## config.mk

```make
export PLATFORM = sky130hd
export DESIGN_NAME = rv32i_instruction_decoder_flat
export DESIGN_NICKNAME = d
export VERILOG_FILES = /design/src/rtl/rvdec_pkg.sv /design/src/rtl/rvdec_in_if.sv /design/src/rtl/rvdec_out_if.sv /design/src/rtl/rvdec_core.sv /design/src/rtl/rv32i_instruction_decoder.sv /design/src/flat_wrapper.sv
export SDC_FILE = /design/constraint.sdc
export NUM_CORES = 1
export LEC_CHECK = 0
export ABC_AREA = 0
export BUFFER_PORTS_ARGS = -buffer_cell sky130_fd_sc_hd__buf_4
export CORE_MARGIN = 1.5
export CORE_UTILIZATION = 25
export CTS_CLUSTER_DIAMETER = 50
export DETAILED_ROUTE_END_ITERATION = 6
export SYNTH_ARGS = -nofsm -noshare
export SYNTH_HDL_FRONTEND = slang
export SYNTH_SLANG_ARGS = --single-unit
```

## constraint.sdc

```tcl
create_clock -name i_clk -period 9.5 [get_ports i_clk]
set_input_delay 0.95 -clock i_clk [delete_from_list [all_inputs] [get_ports i_clk]]
set_output_delay 0.95 -clock i_clk [all_outputs]
set_load 0.005 [all_outputs]
```

## src/rtl/rvdec_pkg.sv

```systemverilog
package rvdec_pkg;

    // major opcodes, bits 6:0
    localparam logic [6:0] OPC_OP     = 7'h33;
    localparam logic [6:0] OPC_LOAD   = 7'h03;
    localparam logic [6:0] OPC_JALR   = 7'h67;
    localparam logic [6:0] OPC_OPIMM  = 7'h13;
    localparam logic [6:0] OPC_LUI    = 7'h37;
    localparam logic [6:0] OPC_AUIPC  = 7'h17;
    localparam logic [6:0] OPC_JAL    = 7'h6F;
    localparam logic [6:0] OPC_BRANCH = 7'h63;
    localparam logic [6:0] OPC_STORE  = 7'h23;

    localparam logic [6:0] F7_BASE = 7'h00;
    localparam logic [6:0] F7_ALT  = 7'h20;

    localparam logic [2:0] F3_ADD = 3'd0;
    localparam logic [2:0] F3_SLL = 3'd1;
    localparam logic [2:0] F3_SR  = 3'd5;

    typedef enum logic [5:0] {
        MN_ADD   = 6'd0,  MN_SUB   = 6'd1,  MN_SLL   = 6'd2,  MN_SLT   = 6'd3,
        MN_SLTU  = 6'd4,  MN_XOR   = 6'd5,  MN_SRL   = 6'd6,  MN_SRA   = 6'd7,
        MN_OR    = 6'd8,  MN_AND   = 6'd9,  MN_LB    = 6'd10, MN_LH    = 6'd11,
        MN_LW    = 6'd12, MN_LBU   = 6'd13, MN_LHU   = 6'd14, MN_JALR  = 6'd15,
        MN_ADDI  = 6'd16, MN_SLTI  = 6'd17, MN_SLTIU = 6'd18, MN_XORI  = 6'd19,
        MN_ORI   = 6'd20, MN_ANDI  = 6'd21, MN_SLLI  = 6'd22, MN_SRLI  = 6'd23,
        MN_SRAI  = 6'd24, MN_LUI   = 6'd25, MN_AUIPC = 6'd26, MN_JAL   = 6'd27,
        MN_BEQ   = 6'd28, MN_BNE   = 6'd29, MN_BLT   = 6'd30, MN_BGE   = 6'd31,
        MN_BLTU  = 6'd32, MN_BGEU  = 6'd33, MN_SB    = 6'd34, MN_SH    = 6'd35,
        MN_SW    = 6'd36
    } t_mnem;

    typedef enum logic [2:0] {
        FM_R    = 3'd0,
        FM_MEM  = 3'd1,
        FM_IALU = 3'd2,
        FM_U    = 3'd3,
        FM_J    = 3'd4,
        FM_B    = 3'd5,
        FM_S    = 3'd6
    } t_form;

    typedef t_mnem t_mnem_tab [8];

    // indexed by funct3
    localparam t_mnem_tab R_MNEM = '{
        MN_ADD, MN_SLL, MN_SLT, MN_SLTU, MN_XOR, MN_SRL, MN_OR, MN_AND
    };
    localparam t_mnem_tab OPIMM_MNEM = '{
        MN_ADDI, MN_SLLI, MN_SLTI, MN_SLTIU, MN_XORI, MN_SRLI, MN_ORI, MN_ANDI
    };
    localparam t_mnem_tab LOAD_MNEM = '{
        MN_LB, MN_LH, MN_LW, MN_LB, MN_LBU, MN_LHU, MN_LB, MN_LB
    };
    localparam t_mnem_tab BRANCH_MNEM = '{
        MN_BEQ, MN_BNE, MN_BEQ, MN_BEQ, MN_BLT, MN_BGE, MN_BLTU, MN_BGEU
    };
    localparam t_mnem_tab STORE_MNEM = '{
        MN_SB, MN_SH, MN_SW, MN_SB, MN_SB, MN_SB, MN_SB, MN_SB
    };

    // legal funct3 codes per opcode, bit n for funct3 == n
    localparam logic [7:0] LOAD_F3_OK   = 8'b0011_0111;
    localparam logic [7:0] BRANCH_F3_OK = 8'b1111_0011;
    localparam logic [7:0] STORE_F3_OK  = 8'b0000_0111;

    typedef struct packed {
        logic               recognised;
        t_mnem              mnemonic;
        t_form              operand_form;
        logic [4:0]         dest_reg;
        logic [4:0]         src1_reg;
        logic [4:0]         src2_reg;
        logic signed [31:0] immediate;
    } t_dec;

endpackage

```

## src/rtl/rvdec_in_if.sv

```systemverilog
interface rvdec_in_if;
    logic        valid;
    logic        ready;
    logic [31:0] instr_word;

    modport source (output valid, output instr_word, input ready);
    modport sink   (input valid, input instr_word, output ready);
endinterface

```

## src/rtl/rvdec_out_if.sv

```systemverilog
interface rvdec_out_if;
    logic               valid;
    logic               ready;
    logic               recognised;
    logic [5:0]         mnemonic;
    logic [2:0]         operand_form;
    logic [4:0]         dest_reg;
    logic [4:0]         src1_reg;
    logic [4:0]         src2_reg;
    logic signed [31:0] immediate;

    modport source (
        output valid, output recognised, output mnemonic, output operand_form,
        output dest_reg, output src1_reg, output src2_reg, output immediate,
        input ready
    );
    modport sink (
        input valid, input recognised, input mnemonic, input operand_form,
        input dest_reg, input src1_reg, input src2_reg, input immediate,
        output ready
    );
endinterface

```

## src/rtl/rvdec_core.sv

```systemverilog
module rvdec_core (
    input  logic [31:0]      i_word,
    output rvdec_pkg::t_dec  o_dec
);

    logic [6:0]  opc;
    logic [2:0]  f3;
    logic [6:0]  f7;
    logic [4:0]  rd;
    logic [4:0]  rs1;
    logic [4:0]  rs2;
    logic [31:0] imm_i;
    logic [31:0] imm_s;
    logic [31:0] imm_b;
    logic [31:0] imm_u;
    logic [31:0] imm_j;
    logic [31:0] imm_sh;
    logic        ok;
    rvdec_pkg::t_dec d;

    assign opc = i_word[6:0];
    assign rd  = i_word[11:7];
    assign f3  = i_word[14:12];
    assign rs1 = i_word[19:15];
    assign rs2 = i_word[24:20];
    assign f7  = i_word[31:25];

    assign imm_i  = {{20{i_word[31]}}, i_word[31:20]};
    assign imm_s  = {{20{i_word[31]}}, i_word[31:25], i_word[11:7]};
    assign imm_b  = {{19{i_word[31]}}, i_word[31], i_word[7], i_word[30:25],
                     i_word[11:8], 1'b0};
    assign imm_u  = {i_word[31:12], 12'd0};
    assign imm_j  = {{11{i_word[31]}}, i_word[31], i_word[19:12], i_word[20],
                     i_word[30:21], 1'b0};
    assign imm_sh = {27'd0, rs2};

    always_comb begin
        d = '0;
        d.recognised = 1'b1;
        ok = 1'b0;
        unique case (opc) inside
            rvdec_pkg::OPC_OP: begin
                d.operand_form = rvdec_pkg::FM_R;
                d.dest_reg = rd;
                d.src1_reg = rs1;
                d.src2_reg = rs2;
                if (f7 == rvdec_pkg::F7_BASE) begin
                    ok = 1'b1;
                    d.mnemonic = rvdec_pkg::R_MNEM[f3];
                end else if (f7 == rvdec_pkg::F7_ALT && f3 == rvdec_pkg::F3_ADD) begin
                    ok = 1'b1;
                    d.mnemonic = rvdec_pkg::MN_SUB;
                end else if (f7 == rvdec_pkg::F7_ALT && f3 == rvdec_pkg::F3_SR) begin
                    ok = 1'b1;
                    d.mnemonic = rvdec_pkg::MN_SRA;
                end
            end
            rvdec_pkg::OPC_LOAD: begin
                ok = rvdec_pkg::LOAD_F3_OK[f3];
                d.mnemonic = rvdec_pkg::LOAD_MNEM[f3];
                d.operand_form = rvdec_pkg::FM_MEM;
                d.dest_reg = rd;
                d.src1_reg = rs1;
                d.immediate = imm_i;
            end
            rvdec_pkg::OPC_JALR: begin
                ok = (f3 == rvdec_pkg::F3_ADD);
                d.mnemonic = rvdec_pkg::MN_JALR;
                d.operand_form = rvdec_pkg::FM_MEM;
                d.dest_reg = rd;
                d.src1_reg = rs1;
                d.immediate = imm_i;
            end
            rvdec_pkg::OPC_OPIMM: begin
                d.operand_form = rvdec_pkg::FM_IALU;
                d.dest_reg = rd;
                d.src1_reg = rs1;
                d.mnemonic = rvdec_pkg::OPIMM_MNEM[f3];
                if (f3 == rvdec_pkg::F3_SLL) begin
                    ok = (f7 == rvdec_pkg::F7_BASE);
                    d.immediate = imm_sh;
                end else if (f3 == rvdec_pkg::F3_SR) begin
                    ok = (f7 == rvdec_pkg::F7_BASE) || (f7 == rvdec_pkg::F7_ALT);
                    if (f7 == rvdec_pkg::F7_ALT) begin
                        d.mnemonic = rvdec_pkg::MN_SRAI;
                    end
                    d.immediate = imm_sh;
                end else begin
                    ok = 1'b1;
                    d.immediate = imm_i;
                end
            end
            rvdec_pkg::OPC_LUI, rvdec_pkg::OPC_AUIPC: begin
                ok = 1'b1;
                d.mnemonic = (opc == rvdec_pkg::OPC_LUI) ? rvdec_pkg::MN_LUI
                                                         : rvdec_pkg::MN_AUIPC;
                d.operand_form = rvdec_pkg::FM_U;
                d.dest_reg = rd;
                d.immediate = imm_u;
            end
            rvdec_pkg::OPC_JAL: begin
                ok = 1'b1;
                d.mnemonic = rvdec_pkg::MN_JAL;
                d.operand_form = rvdec_pkg::FM_J;
                d.dest_reg = rd;
                d.immediate = imm_j;
            end
            rvdec_pkg::OPC_BRANCH: begin
                ok = rvdec_pkg::BRANCH_F3_OK[f3];
                d.mnemonic = rvdec_pkg::BRANCH_MNEM[f3];
                d.operand_form = rvdec_pkg::FM_B;
                d.src1_reg = rs1;
                d.src2_reg = rs2;
                d.immediate = imm_b;
            end
            rvdec_pkg::OPC_STORE: begin
                ok = rvdec_pkg::STORE_F3_OK[f3];
                d.mnemonic = rvdec_pkg::STORE_MNEM[f3];
                d.operand_form = rvdec_pkg::FM_S;
                d.src1_reg = rs1;
                d.src2_reg = rs2;
                d.immediate = imm_s;
            end
            default: begin
                ok = 1'b0;
            end
        endcase
        // unknown words report all-zero fields
        if (!ok) begin
            d = '0;
        end
    end

    assign o_dec = d;

endmodule

```

## src/rtl/rv32i_instruction_decoder.sv

```systemverilog
// RV32I instruction decoder.
// i_instr carries one 32-bit instruction word per item (valid/ready, taken
// at a clock edge with both high). o_dec returns one decoded item per word:
// recognised flag, mnemonic code, operand format, rd/rs1/rs2 and the
// sign-extended immediate of the format (shamt for shifts). Unknown words
// come back with every field zero.
// Two register stages: the word is captured in an input register, decoded
// by a short combinational network, and held in the result register. Throughput
// is one item per cycle, set by the two pipeline registers that each advance
// every cycle when the stage ahead is empty or draining.
// When the receiver holds o_dec.ready low the result holds, the input stage
// still takes one more word if it is empty, and then i_instr.ready drops
// until the result is taken. Reset (i_rst_n low, synchronous) empties both
// stages; no state survives beyond the items in flight.
module rv32i_instruction_decoder (
    input  logic        i_clk,
    input  logic        i_rst_n,
    rvdec_in_if.sink    i_instr,
    rvdec_out_if.source o_dec
);

    logic            r_s1_valid;
    logic            n_s1_valid;
    logic [31:0]     r_s1_word;
    logic            r_out_valid;
    logic            n_out_valid;
    rvdec_pkg::t_dec r_out;
    rvdec_pkg::t_dec dec;
    logic            out_free;
    logic            in_take;

    assign out_free = !r_out_valid || o_dec.ready;
    assign i_instr.ready = !r_s1_valid || out_free;
    assign in_take = i_instr.valid && i_instr.ready;

    assign n_s1_valid  = i_instr.ready ? i_instr.valid : r_s1_valid;
    assign n_out_valid = out_free ? r_s1_valid : r_out_valid;

    rvdec_core u_core (
        .i_word (r_s1_word),
        .o_dec  (dec)
    );

    always_ff @(posedge i_clk) begin
        if (!i_rst_n) begin
            r_s1_valid  <= 1'b0;
            r_out_valid <= 1'b0;
        end else begin
            r_s1_valid  <= n_s1_valid;
            r_out_valid <= n_out_valid;
        end
    end

    always_ff @(posedge i_clk) begin
        if (in_take) begin
            r_s1_word <= i_instr.instr_word;
        end
        if (out_free && r_s1_valid) begin
            r_out <= dec;
        end
    end

    assign o_dec.valid        = r_out_valid;
    assign o_dec.recognised   = r_out.recognised;
    assign o_dec.mnemonic     = r_out.mnemonic;
    assign o_dec.operand_form = r_out.operand_form;
    assign o_dec.dest_reg     = r_out.dest_reg;
    assign o_dec.src1_reg     = r_out.src1_reg;
    assign o_dec.src2_reg     = r_out.src2_reg;
    assign o_dec.immediate    = r_out.immediate;

endmodule

```

## src/flat_wrapper.sv

```systemverilog
// flat-port wrapper written by rule: the top's interface ports become plain ports
module rv32i_instruction_decoder_flat 
  (i_clk, i_rst_n, i_instr_valid, i_instr_instr_word, i_instr_ready, o_dec_valid, o_dec_recognised, o_dec_mnemonic, o_dec_operand_form, o_dec_dest_reg, o_dec_src1_reg, o_dec_src2_reg, o_dec_immediate, o_dec_ready);
  rvdec_in_if i_instr_i ();
  rvdec_out_if o_dec_i ();
  input  logic i_clk;
  input  logic i_rst_n;
  input wire logic [$bits(i_instr_i.valid)-1:0] i_instr_valid;
  input wire logic [$bits(i_instr_i.instr_word)-1:0] i_instr_instr_word;
  output wire logic [$bits(i_instr_i.ready)-1:0] i_instr_ready;
  output wire logic [$bits(o_dec_i.valid)-1:0] o_dec_valid;
  output wire logic [$bits(o_dec_i.recognised)-1:0] o_dec_recognised;
  output wire logic [$bits(o_dec_i.mnemonic)-1:0] o_dec_mnemonic;
  output wire logic [$bits(o_dec_i.operand_form)-1:0] o_dec_operand_form;
  output wire logic [$bits(o_dec_i.dest_reg)-1:0] o_dec_dest_reg;
  output wire logic [$bits(o_dec_i.src1_reg)-1:0] o_dec_src1_reg;
  output wire logic [$bits(o_dec_i.src2_reg)-1:0] o_dec_src2_reg;
  output wire logic [$bits(o_dec_i.immediate)-1:0] o_dec_immediate;
  input wire logic [$bits(o_dec_i.ready)-1:0] o_dec_ready;
  assign i_instr_i.valid = i_instr_valid;
  assign i_instr_i.instr_word = i_instr_instr_word;
  assign i_instr_ready = i_instr_i.ready;
  assign o_dec_valid = o_dec_i.valid;
  assign o_dec_recognised = o_dec_i.recognised;
  assign o_dec_mnemonic = o_dec_i.mnemonic;
  assign o_dec_operand_form = o_dec_i.operand_form;
  assign o_dec_dest_reg = o_dec_i.dest_reg;
  assign o_dec_src1_reg = o_dec_i.src1_reg;
  assign o_dec_src2_reg = o_dec_i.src2_reg;
  assign o_dec_immediate = o_dec_i.immediate;
  assign o_dec_i.ready = o_dec_ready;
  rv32i_instruction_decoder u_core (.i_clk(i_clk), .i_rst_n(i_rst_n), .i_instr(i_instr_i), .o_dec(o_dec_i));
endmodule
```

==> results of run 1 <==
==> where the power goes <==
part            total, W  leakage, nW  internal (W)  switching [W]
Sequential      0.000494        0.854      0.000476      0.0000182
Combinational  0.0000734        0.899     0.0000356      0.0000377
Clock           0.000345        0.134      0.000181       0.000164
==> metrics by stage <==
stage | instance area (sq um) | cells
after floorplan | 4300 | 342
after global placement | 5230 | 643
after detailed placement | 5230 | 643
after CTS | 5510 | 659
after global routing | 5510 | 659
final | 5510 | 659
==> layer usage <==
| layer | GRT usage [%] | share of wire, % | vias to the layer above |
|---|---|---|---|
| met1 | 16.3 | 46 | 1451 |
| li1 | - | - | 1466 |
| met2 | 19.7 | 47 | 84 |
| met5 | 0 | 0 | - |
| met3 | 2.72 | 4.6 | 13 |
| met4 | 5.38 | 2.0 | 0 |
==> cell usage after synthesis (all sizes together), types with 5 or more instances <==
library cell | number | area, sq um
a21oi | 31 | 166
a22oi | 5 | 37.5
a31oi | 9 | 56.3
and3b | 7 | 61.3
buf | 10 | 70.1
clkbuf | 7 | 26.3
dfxtp | 5 | 100
edfxtp | 89 | 2670
ha | 6 | 75.1
inv | 11 | 41.3
nand2 | 43 | 161
nand2b | 5 | 31.3
nand3 | 6 | 35.0
nor2 | 29 | 109
nor2b | 7 | 43.8
nor3 | 12 | 80.1
nor3b | 9 | 72.6
o21ai | 9 | 45.0
==> kinds of logic (layout without fill, tap and decap cells) <==
group | Yosys count | after routing | share of synthesized area (%)
multiplexers | 2 | 2 | 0.465
adder cells (fa/ha/maj) | 6 | 6 | 1.74
buffers and inverters | 28 | 125 | 3.20
flip-flops | 94 | 94 | 64.4
AND/OR/NAND/NOR | 137 | 137 | 18.5
AO/OA/AOI/OAI | 75 | 75 | 11.6
==> worst max-delay path by stage <==
stage,cells past startpoint,to
2_1_floorplan,2,u_core.o_dec.dest_reg[0]
3_3_place_gp,6,u_core.o_dec.src2_reg[4]
3_5_place_dp,6,u_core.o_dec.immediate[10]
4_1_cts,6,u_core.o_dec.immediate[29]
5_1_grt,6,u_core.o_dec.immediate[10]
6_report,6,u_core.o_dec.immediate[10]
==> layout make-up <==
type,instances,area [sq um],share of cell area (%)
sequential,94,2770,50.3
multi-input combinational,220,1400,25.4
timing repair buffer,98,736,13.4
tap,220,275,5.00
clock buffer,9,225,4.09
clock inverter,7,57.6,1.04
inverter,11,41.3,0.749
==> critical path: stages, from the launching register on <==
cell and delay, ps:
edfxtp_1 840, nand2b_1 160, nor3_2 720, nor2_1 110, nor4b_4 170, buf_4 270
nor3b_1 310
==> impl_metrics.py, run 1 <==
metrics = {
    "outcome": {
        "status": "complete, no violations",
    },
    "yosys": {
        "ys_types": 57,
        "async_reset_ff_share_pct": 0,
        "synthesis.nets": 384,
        "postSynthAreaPerCell_sq_um": 12.6,
        "synth_seq_cells": 94,
        "synth_area_sq_mm": 0.00430,
        "synth_cells": 342,
        "yosysWarnings": 0,
        "yosysSeqAreaShare_pct": 64.4,
        "ys.flop_type": "edfxtp_1",
        "synth_edf_count": 89,
    },
    "clocking": {
        "cts_buffers": 9,
        "post_cts_buffers": 0,
        "clockRootBuffer": "clkbuf_16",
        "clock_path_buffers": 2,
        "cts_tree": "done",
        "htree_levels": 3,
        "cts.sinks": 94,
        "cts_resized": 0,
        "cts.hold.buffers_added": 0,
        "clk_latency_ps": 350,
        "clkTransAtPathRegs_ps": 70,
    },
    "floorplan": {
        "core_sq_mm": 0.0167,
        "die_y_um": 134,
        "die_area_sq_mm": 0.0180,
        "die_w_um": 134,
        "rows": 47,
        "ios": 95,
        "initial_utilization_pct": 25.8,
    },
    "final_layout": {
        "drive_above_1_share_pct": 30.5,
        "layout_common_cells": "98 x buf_4, 89 x edfxtp_1, 43 x nand2_1",
        "diodes": 0,
        "finish.utilization_pct": 33.0,
        "nets": 476,
        "area_delta_synth_final_pct": 28.0,
        "fill_cells": 1682,
        "final_common_cell": "buf_4",
    },
    "timing": {
        "finalWorstSetupSlack_ps": 6710,
        "worst_pin_slew_ps": 1150,
        "hold_viol_final": 0,
        "min_period_over_period_pct": 29.3,
        "slew_headroom_pct": 22.2,
        "finalSetupViolations": 0,
        "holdWs_ps": 533,
        "clock_skew_ps": 6.49,
        "drv_slew": 0,
        "rsz0062_at_grt": "no",
        "finalSetupTns_ps": 0,
        "fin_crit_ps": 2790,
        "fmax_mhz": 359,
    },
    "worst_setup_path": {
        "crit_start": "u_core.r_s1_word[2]",
        "end_kind": "flip-flop",
        "reg2reg_to": "u_core.o_dec.immediate[10]",
        "crit_required_ps": 9660,
        "crit_fanout": 31,
        "crit_path_start_kind": "flip-flop",
        "worstRegToRegCells": 6,
        "reg2reg_from": "u_core.r_s1_word[2]",
        "reg2reg_slack_ps": 6710,
        "criticalPathCategory": "flip-flop to flip-flop",
        "worstPathArrival_ps": 2940,
    },
    "worst_hold_path": {
        "hp-start": "u_core.r_s1_valid",
        "hold_end": "u_core.o_dec.valid",
        "hold_depth": 1,
        "hp-class": "flip-flop to flip-flop",
    },
    "power_and_ir_drop": {
        "power_w": 0.000913,
        "ir_drop_uv": 76.5,
        "p_leak_nw": 1.89,
        "power_density_mw_per_mm2": 166,
    },
    "global_route": {
        "overflow": 0,
        "grt_pass1_vias": 2986,
        "antenna_found_initial": 0,
        "grt_pass1_wl_mm": 16.8,
        "grt_max_degree": 58,
        "track_usage_pct": 12.4,
    },
    "routing": {
        "wl_per_cell_um": 16.6,
        "drt_iter0_drc": 187,
        "first_pass_iters": 4,
        "drcViolationCount": 0,
        "num_vias": 3014,
        "vias_per_cell": 4.57,
        "wl_mm": 11.0,
        "antenna_left": 0,
    },
    "place": {
        "gp_congestion": 0.833,
        "preCtsSetupSlack_ps": 6770,
        "dpl.hpwl_mm": 7.96,
        "portBuffers": 94,
    },
    "job": {
        "cap_violations": 0,
    },
}
Note: power is estimated with default switching activity, not from simulation.
==> run 2: changes to the inputs <==
Settings changed: ABC_AREA 0 to 1.
Clock period 9.5 ns to 2.8 ns, I/O delays scaled along.
==> run 2 against run 1 <==
Effect of this change:
- worst setup slack lost 6100 ps
- design area up 3.4%
- utilization fell by 0.058 points
- wire length shrank 6.4%
- sequential cell count unchanged
- sequential share of layout area shrank 1.6 points
- synthesized area is 2.9% higher
- via count grew 3.6%
- cell count up 16%
- non-clock buffer count fell by 2
- combinational power grew to 2.9 times the previous value
- worst hold slack got worse by 430 ps
==> impl_metrics.py, run 2 <==
metrics = {
    "outcome": {
        "status": "complete, no violations",
    },
    "final_layout": {
        "diodes": 0,
        "final_common_cell": "nand2_1",
        "seq_area_sq_mm": 0.00277,
        "area_delta_synth_final_pct": 28.6,
        "multi_input_comb_area_sq_mm": 0.00132,
        "layout_common_cells": "97 x nand2_1, 95 x buf_4, 89 x edfxtp_1",
        "drive_above_1_share_pct": 28.4,
        "fill_cells": 1801,
        "final_cell_area_sq_mm": 0.00570,
        "nets": 579,
        "finish.utilization_pct": 32.9,
    },
    "timing": {
        "fmax_mhz": 460,
        "clock_skew_ps": 8.39,
        "hold_viol_final": 0,
        "fin_crit_ps": 2170,
        "finalSetupTns_ps": 0,
        "rsz0062_at_grt": "no",
        "slew_headroom_pct": 51.0,
        "worst_pin_slew_ps": 735,
        "finalSetupViolations": 0,
        "min_period_over_period_pct": 77.6,
        "finalWorstSetupSlack_ps": 628,
        "drv_slew": 0,
    },
    "yosys": {
        "synth_edf_count": 89,
        "synth_seq_cells": 94,
        "synth.most_common_cell": "nand2_1",
        "ys_types": 28,
        "async_reset_ff_share_pct": 0,
        "synth_top_family_by_area": "simple AND/OR/NAND/NOR gates",
        "synthesis.nets": 479,
        "yosysSeqAreaShare_pct": 62.6,
        "synth_cells": 437,
        "synth_xor_area_share_pct": 0,
        "postSynthAreaPerCell_sq_um": 10.1,
        "synth_area_sq_mm": 0.00443,
        "synth_compound_area_share_pct": 6.38,
        "ys.flop_type": "edfxtp_1",
        "yosys-top-cells-count": "97 x nand2_1, 89 x edfxtp_1, 67 x inv_1, 45 x nor2_1, 23 x nand3_1",
        "synthAdderAreaFrac_pct": 1.69,
        "yosys.area.top_type_share_pct": 60.3,
        "yosysWarnings": 0,
        "synth.mux.area_fraction_pct": 0,
        "ys_top_cells_by_area": "edfxtp_1 60%, nand2_1 8.2%, inv_1 5.7%",
        "synth_largest_area_cell": "edfxtp_1",
        "synthSimpleGateAreaFrac_pct": 21.5,
    },
    "worst_hold_path": {
        "hold_end": "u_core.r_s1_word[11]",
        "hp-start": "i_instr_instr_word[11]",
        "hp-class": "input port to flip-flop",
        "hold_depth": 1,
    },
    "routing": {
        "drcViolationCount": 0,
        "vias_per_cell": 4.07,
        "first_pass_iters": 4,
        "antenna_left": 0,
        "wl_mm": 10.3,
        "wl_per_cell_um": 13.4,
        "num_vias": 3122,
        "drt_iter0_drc": 141,
    },
    "global_route": {
        "antenna_found_initial": 0,
        "overflow": 0,
        "grt_max_degree": 58,
        "track_usage_pct": 11.6,
        "grt_pass1_vias": 3044,
        "grt_pass1_wl_mm": 16.1,
    },
    "floorplan": {
        "initial_utilization_pct": 25.6,
        "die_area_sq_mm": 0.0185,
        "core_sq_mm": 0.0173,
        "ios": 95,
        "rows": 48,
        "die_w_um": 136,
        "die_y_um": 136,
    },
    "clocking": {
        "cts_resized": 0,
        "htree_levels": 3,
        "cts_tree": "done",
        "cts.hold.buffers_added": 0,
        "cts.sinks": 94,
        "clockRootBuffer": "clkbuf_16",
        "post_cts_buffers": 0,
        "cts_buffers": 9,
        "clkTransAtPathRegs_ps": 70,
        "clock_path_buffers": 2,
        "clk_latency_ps": 350,
    },
    "job": {
        "cap_violations": 0,
    },
    "place": {
        "gp_congestion": 0.905,
        "portBuffers": 94,
        "preCtsSetupSlack_ps": 662,
        "dpl.hpwl_mm": 7.61,
        "placedInstanceArea_sq_mm": 0.00540,
    },
    "worst_setup_path": {
        "crit_required_ps": 3020,
        "criticalPathCategory": "flip-flop to flip-flop",
        "cp_slowest_cell": "edfxtp_1",
        "crit_chain": "inv_1, nand2_1, nor2_2, nand2_1, nand2_2, a21oi_2, nor2_2, inv_2, nand2_1, nand2_1, inv_1",
        "reg2reg_to": "u_core.o_dec.immediate[18]",
        "crit_path_start_kind": "flip-flop",
        "worstRegToRegCells": 11,
        "crit_family": "simple AND/OR/NAND/NOR gates",
        "end_kind": "flip-flop",
        "reg2reg_from": "u_core.r_s1_word[3]",
        "worstPathArrival_ps": 2390,
        "critPathMaxStageDelay_ps": 470,
        "path_buf_inv": 3,
        "cp.depth": 11,
        "timing.critical_path.mode_cell": "nand2_1",
        "reg2reg_slack_ps": 630,
        "crit_fanout": 12,
    },
    "power_and_ir_drop": {
        "pwr-share-seq_pct": 53.0,
        "p_comb_share_pct": 6.9,
        "p_leak_nw": 2.65,
        "power.switching_w": 0.000692,
        "power_density_mw_per_mm2": 539,
        "p_clk_share_pct": 40.1,
        "power.internal_w": 0.00238,
        "ir_drop_uv": 267,
        "sw_frac_of_total_pct": 22.5,
    },
}
[run 2: stage by stage]
stage          hold WS [ps]  total power, W  cells
5_1_grt                79.7         0.00320    767
4_1_cts                85.7         0.00311    767
3_5_place_dp            459         0.00187    751
2_1_floorplan           379         0.00176    437
3_3_place_gp            459         0.00187    751
6_report                102         0.00307    767
[run 2: layout make-up]
| class | count | share of cell area (%) |
|---|---|---|
| clock buffer | 10 | 4.02 |
| clock inverter | 6 | 1.23 |
| inverter | 75 | 5.03 |
| multi-input combinational | 261 | 23.2 |
| sequential | 94 | 48.7 |
| tap | 225 | 4.94 |
| timing repair buffer | 96 | 12.9 |
[run 2: worst max-delay path by stage]
stage | from | to | slack, ps
5_1_grt | u_core.r_s1_word[3] | u_core.o_dec.immediate[18] | 380
4_1_cts | u_core.r_s1_word[3] | u_core.o_dec.immediate[16] | 630
2_1_floorplan | o_dec_ready | u_core.o_dec.dest_reg[0] | 370
3_3_place_gp | u_core.r_s1_word[3] | u_core.o_dec.immediate[16] | 650
6_report | u_core.r_s1_word[3] | u_core.o_dec.immediate[18] | 630
3_5_place_dp | u_core.r_s1_word[3] | u_core.o_dec.immediate[18] | 660
[run 2: logic make-up after synthesis]
| logic type | after synthesis |
|---|---|
| adder cells (fa/ha/maj) | 6 |
| buffers and inverters | 82 |
| AO/OA/AOI/OAI | 54 |
| flip-flops | 94 |
| AND/OR/NAND/NOR | 201 |
[run 2: power groups by stage]
stage / registers [W] / logic [W] / clock network, W
final: 0.00163 / 0.000211 / 0.00123
after global routing: 0.00163 / 0.000237 / 0.00133
after CTS: 0.00163 / 0.000216 / 0.00127
after detailed placement: 0.00166 / 0.000215 / 0
after global placement: 0.00166 / 0.000215 / 0
after floorplan: 0.00165 / 0.000111 / 0
[run 2: worst register-to-register path, cell delays in order (launching register included)]
cell      delay, ps
edfxtp_1        470
inv_1           130
nand2_1          70
nor2_2          180
nand2_1         150
nand2_2         150
a21oi_2          70
nor2_2          430
inv_2           180
nand2_1         110
nand2_1          60
inv_1            60
[run 2: metal layers]
metal	track usage, %	share of wire, %	vias to the layer above
li1	-	-	1623
met1	15.3	45	1408
met2	18.5	48	85
met3	3.62	6.1	6
met4	3.07	0.87	0
met5	0	0	-
